==> config.mk <==
export PLATFORM = sky130hd
export DESIGN_NAME = sgs_ctrl
export DESIGN_NICKNAME = d
export VERILOG_FILES = /design/src/hdl/sgs_pkg.sv /design/src/hdl/sgs_ctrl.sv
export SDC_FILE = /design/constraint.sdc
export NUM_CORES = 1
export LEC_CHECK = 0
export BUFFER_PORTS_ARGS = -buffer_cell sky130_fd_sc_hd__buf_2
export CAP_MARGIN = 0
export CORE_AREA = 2 2 39 41
export CTS_BUF_LIST = sky130_fd_sc_hd__clkbuf_2 sky130_fd_sc_hd__clkbuf_4 sky130_fd_sc_hd__clkbuf_8
export DETAILED_ROUTE_END_ITERATION = 8
export DIE_AREA = 0 0 41 43
export GPL_TIMING_DRIVEN = 1
export HOLD_SLACK_MARGIN = 0.06
export PLACE_DENSITY = 0.35
export SLEW_MARGIN = 20
export SYNTH_ARGS = -nofsm -noshare
export SYNTH_HDL_FRONTEND = slang
export SYNTH_SLANG_ARGS = --single-unit
==> constraint.sdc <==
create_clock -name clk -period 2.8 [get_ports clk]
set_clock_uncertainty 0.1 [all_clocks]
set_input_delay 0.42 -clock clk [delete_from_list [all_inputs] [get_ports clk]]
set_output_delay 0.42 -clock clk [all_outputs]
set_load 0.05 [all_outputs]
==> src/hdl/sgs_pkg.sv <==
// ---------------------------------------------------------------------------
// sgs_pkg
// Shared widths, controller states and command/status bundles for the
// sorted group sum table.
// ---------------------------------------------------------------------------
`default_nettype none

package sgs_pkg;

    localparam int KEY_W = 31;
    localparam int AMT_W = 32;
    localparam int TOT_W = 47;

    localparam logic [TOT_W-1:0] TOTAL_MAX = {TOT_W{1'b1}};

    typedef enum logic [1:0] {
        ST_IDLE,
        ST_CMP,
        ST_UPD,
        ST_DUMP
    } sgs_state_t;

    // controller -> datapath
    typedef struct packed {
        logic accept;     // latch the incoming request
        logic compare;    // register per-entry compare flags
        logic update;     // apply insert / accumulate
        logic dump_load;  // move head entry to output register, shift table down
    } sgs_cmd_t;

    // datapath -> controller
    typedef struct packed {
        logic eos;         // latched request carries end of set
        logic last_entry;  // exactly one entry left in the table
        logic out_free;    // output register can take a new result
    } sgs_status_t;

    // saturating add of a non-negative amount to a running total
    function automatic logic [TOT_W-1:0] sat_add(input logic [TOT_W-1:0] total,
                                                 input logic [AMT_W-2:0] amt);
        logic [TOT_W:0] sum;
        sum = {1'b0, total} + (TOT_W+1)'(amt);
        return sum[TOT_W] ? TOTAL_MAX : sum[TOT_W-1:0];
    endfunction

endpackage

`default_nettype wire

==> src/hdl/sgs_ctrl.sv <==
// ---------------------------------------------------------------------------
// sgs_ctrl
// Controller: sequences accept, compare, update and dump of the table.
// ---------------------------------------------------------------------------
`default_nettype none

module sgs_ctrl
    import sgs_pkg::*;
(
    input  wire logic        clk,
    input  wire logic        rst_n,
    input  wire logic        in_valid,
    output logic             in_ready,
    input  wire sgs_status_t status,
    output sgs_cmd_t         cmd
);

    sgs_state_t state_reg;
    sgs_state_t state_next;

    always_ff @(posedge clk or negedge rst_n)
    begin
        if (!rst_n)
        begin
            state_reg <= ST_IDLE;
        end
        else
        begin
            state_reg <= state_next;
        end
    end

    always_comb
    begin
        state_next = state_reg;
        cmd        = '0;
        in_ready   = 1'b0;
        case (state_reg)
            ST_IDLE:
            begin
                in_ready   = 1'b1;
                cmd.accept = in_valid;
                if (in_valid)
                begin
                    state_next = ST_CMP;
                end
            end
            ST_CMP:
            begin
                cmd.compare = 1'b1;
                state_next  = ST_UPD;
            end
            ST_UPD:
            begin
                // next request may enter here: its compare sees the updated table
                cmd.update = 1'b1;
                in_ready   = !status.eos;
                cmd.accept = in_valid && !status.eos;
                if (status.eos)
                begin
                    state_next = ST_DUMP;
                end
                else if (in_valid)
                begin
                    state_next = ST_CMP;
                end
                else
                begin
                    state_next = ST_IDLE;
                end
            end
            ST_DUMP:
            begin
                cmd.dump_load = status.out_free;
                if (status.out_free && status.last_entry)
                begin
                    state_next = ST_IDLE;
                end
            end
            default:
            begin
                state_next = ST_IDLE;
            end
        endcase
    end

endmodule

`default_nettype wire

==> results of run 1 <==
## cell type report
class	count	area share (%)
multi-input combinational	11	31.8
tap	16	8.94
clock buffer	3	10.1
sequential	2	22.3
timing repair buffer	11	26.8
## power by group through the flow
stage	clock network [mW]	registers, mW	logic (mW)
floorplan	0	0.0625	0.159
global placement	0	0.0692	0.196
detailed placement	0	0.0691	0.196
CTS	0.0666	0.0691	0.198
global route	0.0728	0.0734	0.209
finish	0.0642	0.0695	0.197
## cell usage in the layout (no fill, tap or decap), drive strengths merged
cell | netlist | final
dlygate4sd3 | 0 | 1
and3 | 2 | 2
nand3 | 1 | 1
buf | 0 | 10
a21oi | 2 | 2
a22o | 1 | 1
dfrtp | 2 | 2
nand2b | 1 | 1
o21ai | 2 | 2
and2b | 1 | 1
clkbuf | 0 | 3
nor2b | 1 | 1
## through the flow
| stage | total power, mW | util, % | instances | cell area, um2 |
|---|---|---|---|---|
| 2_1_floorplan | 0.221 | - | 13 | 121 |
| 3_3_place_gp | 0.265 | 13.8 | 39 | 191 |
| 3_5_place_dp | 0.265 | 13.8 | 39 | 191 |
| 4_1_cts | 0.334 | 16.2 | 43 | 224 |
| 5_1_grt | 0.355 | 16.2 | 43 | 224 |
| 6_report | 0.330 | 16.2 | 43 | 224 |
## cells by family (layout without fill, tap and decap cells)
family	Yosys count	after routing	synth area share, %
buf+inv	0	14	0
simple gates	6	6	35.1
compound gates	5	5	23.7
flops	2	2	41.2
## worst min-delay path by stage
stage | end | slack (ns) | cells past startpoint
6_report | state_reg[0]$_DFFE_PN0P_ | 0.36 | 3
5_1_grt | state_reg[0]$_DFFE_PN0P_ | 0.37 | 3
4_1_cts | state_reg[0]$_DFFE_PN0P_ | 0.36 | 3
3_5_place_dp | state_reg[1]$_DFFE_PN0P_ | 0.11 | 1
3_3_place_gp | state_reg[1]$_DFFE_PN0P_ | 0.11 | 1
2_1_floorplan | state_reg[0]$_DFFE_PN0P_ | 0.02 | 0
## cell usage after synthesis, drive strengths merged
| cell | number |
|---|---|
| a21oi | 2 |
| nor2b | 1 |
| o21ai | 2 |
| a22o | 1 |
| nand2b | 1 |
| dfrtp | 2 |
| and2b | 1 |
| nand3 | 1 |
| and3 | 2 |
## per-layer routing
metal,up-vias,GRT usage [%],share of wire [%]
met1,59,7.40,50
met4,0,4.00,0
met2,14,5.31,27
li1,77,-,-
met5,-,0,0
met3,0,6.81,23
## repair_timing
action,in CTS,in global routing
resized for setup,0,0
hold buffers,1,0
buffers inserted,0,0
hold endpoints to repair,2,0
## tightest hold or removal path, delay by kind of cell
kind | cells | cell delay (ns)
AO/OA/AOI/OAI | 1 | 0.08
AND/OR/NAND/NOR | 1 | 0.06
buffers and inverters | 1 | 0.08
==> metrics.csv, run 1 <==
metric;value;unit
status;complete, no violations;
Seq. cell area;50.0;um2
worst skew pair latency;0.23;ns
Area Overhead vs Synth;84.5;%
WHS;0.360;ns
max-cap violations;0;
Worst Tran Pin Value;0.255;ns
reg2reg path depth;2;
TNS Setup;0;ns
Cells after Synth;13;
max reg flops;2;
Core Rows;14;
Core ar.;1380;um2
Largest delay share family, worst path;flip-flops;
global-route wire length before repair;621;um
worst path cell trace;nand2b_1 > a21oi_1 > buf_2;
area of the multi-input gates;71.3;um2
vias in the first global route;146;
CTS Buf Count;3;
Sw Share;55.5;%
crit path buf inv count;1;
Synth Cell Area;121;um2
Boundary Pins;11;
Yosys top cell by area;dfrtp_1;
fmax;569;MHz
Unique masters post-synth;10;
RSZ-0062 raised after global routing;false;
Initial Utilization;8.77;%
CP max stage cell;dfrtp_1;
die extent in x;41;um
reg-to-reg startpoint;state_reg[1]$_DFFE_PN0P_;
Setup crit start;state_reg[0]$_DFFE_PN0P_;
CP peak stage delay;0.44;ns
diode count;0;
Tmin final;1.76;ns
Routed WL per cell;8.67;um
clk buf depth;2;
startpoint types;flip-flop;
CP Max Fanout;8;
pin count of the biggest net entering global routing;9;
PwrDens;1480;nW/um2
Fin. Hold Viols;0;
Vias;150;
clock power share;19.4;%
WP data required;2.28;ns
Levels on crit path;3;
DR pass1 iterations;2;
relative slew slack;83.1;%
Die Y;43;um
die area;1760;um2
Mapped Nets;19;
Worst VDD drop;0.426;mV
global-route usage over all layers;5.92;%
H-tree Lvls;1;
count of nets after finishing;35;
RePlAce Congestion;0.590;
layout cells sized above 1;59.3;%
CTS tree;built;
Slew Viols, Final;0;
initial antenna violation count;0;
share of the synthesized area in the top cell type;41.2;%
pre-CTS setup slack;1.29;ns
initial drt markers;2;
vias per cell;3.49;
Seq pwr share;21.0;%
combinational share of power;59.5;%
top post-synthesis cells by area;dfrtp_1 41%, a21oi_1 8.2%, o21ai_0 8.2%;
DP HPWL;280;um
critical path class;reg -> out;
Remaining DRCs;0;
Setup-failing EPs final;0;
fill cell count;162;
FF-to-FF setup slack;1.75;ns
worst r2r dst;state_reg[1]$_DFFE_PN0P_;
P_int;147;uW
Total Wirelength;373;um
IO Port Bufs;10;
Avg Inst Size Synth;9.34;um2
Overflow after GRT;0;
Synthesis Warnings;0;
crit path capture;cmd[3];
post-route ant nets;0;
fin crit share;62.8;%
CTS Sinks;2;
Net Sw Power;184;uW
sequential area share after synthesis;41.2;%
crit path capture type;output pin;
Clock Tree Root;clkbuf_4;
hold_sp;in_valid;
Hold Crit Class;in -> reg;
CP arrival;1.24;ns
Yosys reg bits;2;
LEAKAGE;0.118;nW
final worst slack;1.04;ns
clock-pin slew on the worst setup and hold paths;0.03;ns
Note: power is estimated with default switching activity, not from simulation.
==> run 2, diff against run 1 <==
- ABC_AREA: unset -> 1
- PLACE_DENSITY: 0.35 -> 0.37
- clock period: 2.8 -> 1.55 ns (I/O delays scaled with it)
==> run 2 against run 1 <==
  * Combinational power rose by 88%
  * Cell area rose by 2.8%
  * Die area did not move
  * Area after synthesis rose by 5.2%
  * Cell count rose by 19%
  * Via count rose by 11%
  * Setup slack got worse by 0.95 ns
  * Wire length fell by 7.5%
  * Sequential share of layout area fell by 0.61 points
  * Highest routed layer unchanged
==> metrics.csv, run 2 <==
metric;value;unit;change
status;complete, no violations;;
post-route ant nets;0;;unchanged
WP data required;1.22;ns;-1.06 ns
Synth Cell Area;128;um2;+5.2%
critical path class;reg -> out;;
share of the synthesized area in the top cell type;39.2;%;-2.0 points
most numerous cell in the Yosys netlist;nand2_1;;
fin crit share;94.0;%;
Setup-failing EPs final;0;;unchanged
P_int;251;uW;+71%
fmax;686;MHz;
Unique masters post-synth;7;;-3
worst skew pair latency;0.22;ns;about the same
Mapped Nets;27;;+8
Worst Tran Pin Value;0.249;ns;-0.00523 ns
initial drt markers;0;;-2
Most Frequent Cell on Critical Path;nand2_2;;
Routed WL per cell;6.76;um;-22%
die extent in x;41;um;unchanged
Net Sw Power;352;uW;+92%
Sw Share;58.3;%;+2.8 points
Die Y;43;um;unchanged
CP Max Fanout;5;;-3
top post-synthesis cells by area;dfrtp_1 39%, nand2_1 21%, inv_1 12%;;
CP max stage cell;dfrtp_1;;
Initial Utilization;9.22;%;+0.45 points
vias per cell;3.25;;-6.7%
CP peak stage delay;0.42;ns;-0.02 ns
Worst VDD drop;0.358;mV;-16%
crit path capture type;output pin;;
count of nets after finishing;43;;+23%
clk buf depth;2;;unchanged
Yosys reg bits;2;;unchanged
Seq pwr share;19.4;%;-1.6 points
CTS tree;built;;
Overflow after GRT;0;;unchanged
Largest delay share family, worst path;flip-flops;;
Yosys top cell by area;dfrtp_1;;
CTS Sinks;2;;unchanged
Cells after Synth;21;;+8
Fin. Hold Viols;0;;unchanged
global-route usage over all layers;5.72;%;-0.20 points
top cells by count, synth;7 x nand2_1, 4 x inv_1, 4 x nor2_1;;
fill cell count;175;;+8.0%
layout cells sized above 1;45.7;%;-14 points
Total Wirelength;345;um;-7.5%
commonest non-fill, non-tap cells in the layout;10 x buf_2, 7 x nand2_1, 4 x inv_1, 4 x nor2_1, 3 x clkbuf_4;;
# resized after CTS;0;;unchanged
Boundary Pins;11;;unchanged
Clock Tree Root;clkbuf_4;;
DR pass1 iterations;1;;-1
LEAKAGE;0.149;nW;+26%
placed instance area;198;um2;+3.3%
TNS Setup;0;ns;unchanged
diode count;0;;unchanged
Hold Crit Class;in -> reg;;
Slew Viols, Final;0;;unchanged
IO Port Bufs;10;;unchanged
CP arrival;1.12;ns;-0.12 ns
worst path cell trace;nand2_2 > nand2_2 > nor2_1 > buf_2;;
DP HPWL;278;um;-0.82%
clock-pin slew on the worst setup and hold paths;0.03;ns;about the same
fraction of registers with async set/reset;100;%;unchanged
startpoint types;flip-flop;;
pin count of the biggest net entering global routing;6;;-3
Synthesis Warnings;0;;unchanged
clock power share;19.1;%;-0.3 points
H-tree Lvls;1;;unchanged
RSZ-0062 raised after global routing;false;;
most common cell after layout, fill and taps aside;buf_2;;
Vias;166;;+11%
Core ar.;1380;um2;unchanged
Tmin final;1.46;ns;
Avg Inst Size Synth;6.08;um2;-35%
CTS Buf Count;3;;unchanged
top_reg_cell synth;dfrtp_1;;
Remaining DRCs;0;;unchanged
die area;1760;um2;unchanged
vias in the first global route;163;;+12%
crit path buf inv count;1;;unchanged
PwrDens;2620;nW/um2;+77%
Post-Layout Inst Area;230;um2;+2.8%
max reg flops;2;;unchanged
Area Overhead vs Synth;80.4;%;
relative slew slack;83.5;%;+0.35 points
EDFF count, synth;0;;unchanged
sequential area share after synthesis;39.2;%;-2.0 points
initial antenna violation count;0;;unchanged
combinational share of power;61.5;%;+2.0 points
global-route wire length before repair;572;um;-7.9%
max-cap violations;0;;unchanged
WHS;0.192;ns;-0.168 ns
Core Rows;14;;unchanged
RePlAce Congestion;0.611;;+3.6%
run 2: cell count changes in the layout (fill, tap and decap cells not counted):
| cell | before | now |
|---|---|---|
| a21oi_1 | 2 | 0 |
| a22o_1 | 1 | 0 |
| and2b_2 | 1 | 0 |
| and3_1 | 1 | 0 |
| and3_2 | 1 | 0 |
| inv_1 | 0 | 4 |
| inv_2 | 0 | 1 |
| nand2_1 | 0 | 7 |
| nand2_2 | 0 | 2 |
| nand2b_1 | 1 | 0 |
| nor2_1 | 0 | 4 |
| nor2b_2 | 1 | 0 |
| o21ai_0 | 2 | 0 |
run 2: area by class of cell:
cell class / count / area (um2) / share of cell area [%]
Multi-Input combinational cell: 14 / 58.8 / 25.5
Timing Repair Buffer: 11 / 60.1 / 26.1
Sequential cell: 2 / 50.0 / 21.7
Clock buffer: 3 / 22.5 / 9.78
Tap cell: 16 / 20.0 / 8.70
Inverter: 5 / 18.8 / 8.15
run 2: final timing paths:
path / from / end / slack (ns) / cells after the start
max: state_reg[1]$_DFFE_PN0P_ / cmd[3] / 0.09 / 4
min: status[1] / state_reg[0]$_DFFE_PN0P_ / 0.19 / 4
max reg2reg: state_reg[1]$_DFFE_PN0P_ / state_reg[1]$_DFFE_PN0P_ / 0.67 / 4
min reg2reg: state_reg[0]$_DFFE_PN0P_ / state_reg[0]$_DFFE_PN0P_ / 0.51 / 2
max in group asynchronous: rst_n / state_reg[1]$_DFFE_PN0P_ / 1.03 / 2
min in group asynchronous: rst_n / state_reg[0]$_DFFE_PN0P_ / 0.22 / 2
run 2: repair_timing:
| item | CTS | global route |
|---|---|---|
| hold buffers | 1 | 0 |
| endpoints found under the hold margin | 2 | 0 |
| endpoints found under the setup margin | 0 | 0 |
| setup buffers | 0 | 0 |
run 2: power groups by stage:
stage / combinational [mW] / sequential, mW / clock [mW]
2_1_floorplan: 0.302 / 0.108 / 0
3_3_place_gp: 0.374 / 0.118 / 0
3_5_place_dp: 0.374 / 0.117 / 0
4_1_cts: 0.377 / 0.117 / 0.123
5_1_grt: 0.394 / 0.122 / 0.137
6_report: 0.371 / 0.117 / 0.115
run 2: tightest hold or removal path: stages:
cell and delay, ns:
buf_2 0.08, nand2_1 0.04, nand3_1 0.07, nand2_1 0.05
run 2: metrics by stage:
stage               util [%]  power [mW]  cells  setup WS, ns
floorplan                  -       0.410     21        0.0403
global placement        14.3       0.492     47         0.312
detailed placement      14.3       0.491     47         0.323
CTS                     16.6       0.616     51        0.0782
global route            16.6       0.653     51       0.00360
finish                  16.6       0.603     51        0.0930
run 2: logic make-up after synthesis:
group	synth area share, %
buf+inv	14.7
simple gates	46.1
flops	39.2
run 2: per-layer routing:
layer	wire length (um)	global-route usage [%]	up-vias
met4	0	6.00	0
met5	0	0	-
met2	184	7.50	4
met3	36	6.28	0
li1	-	-	88
met1	124	3.86	74
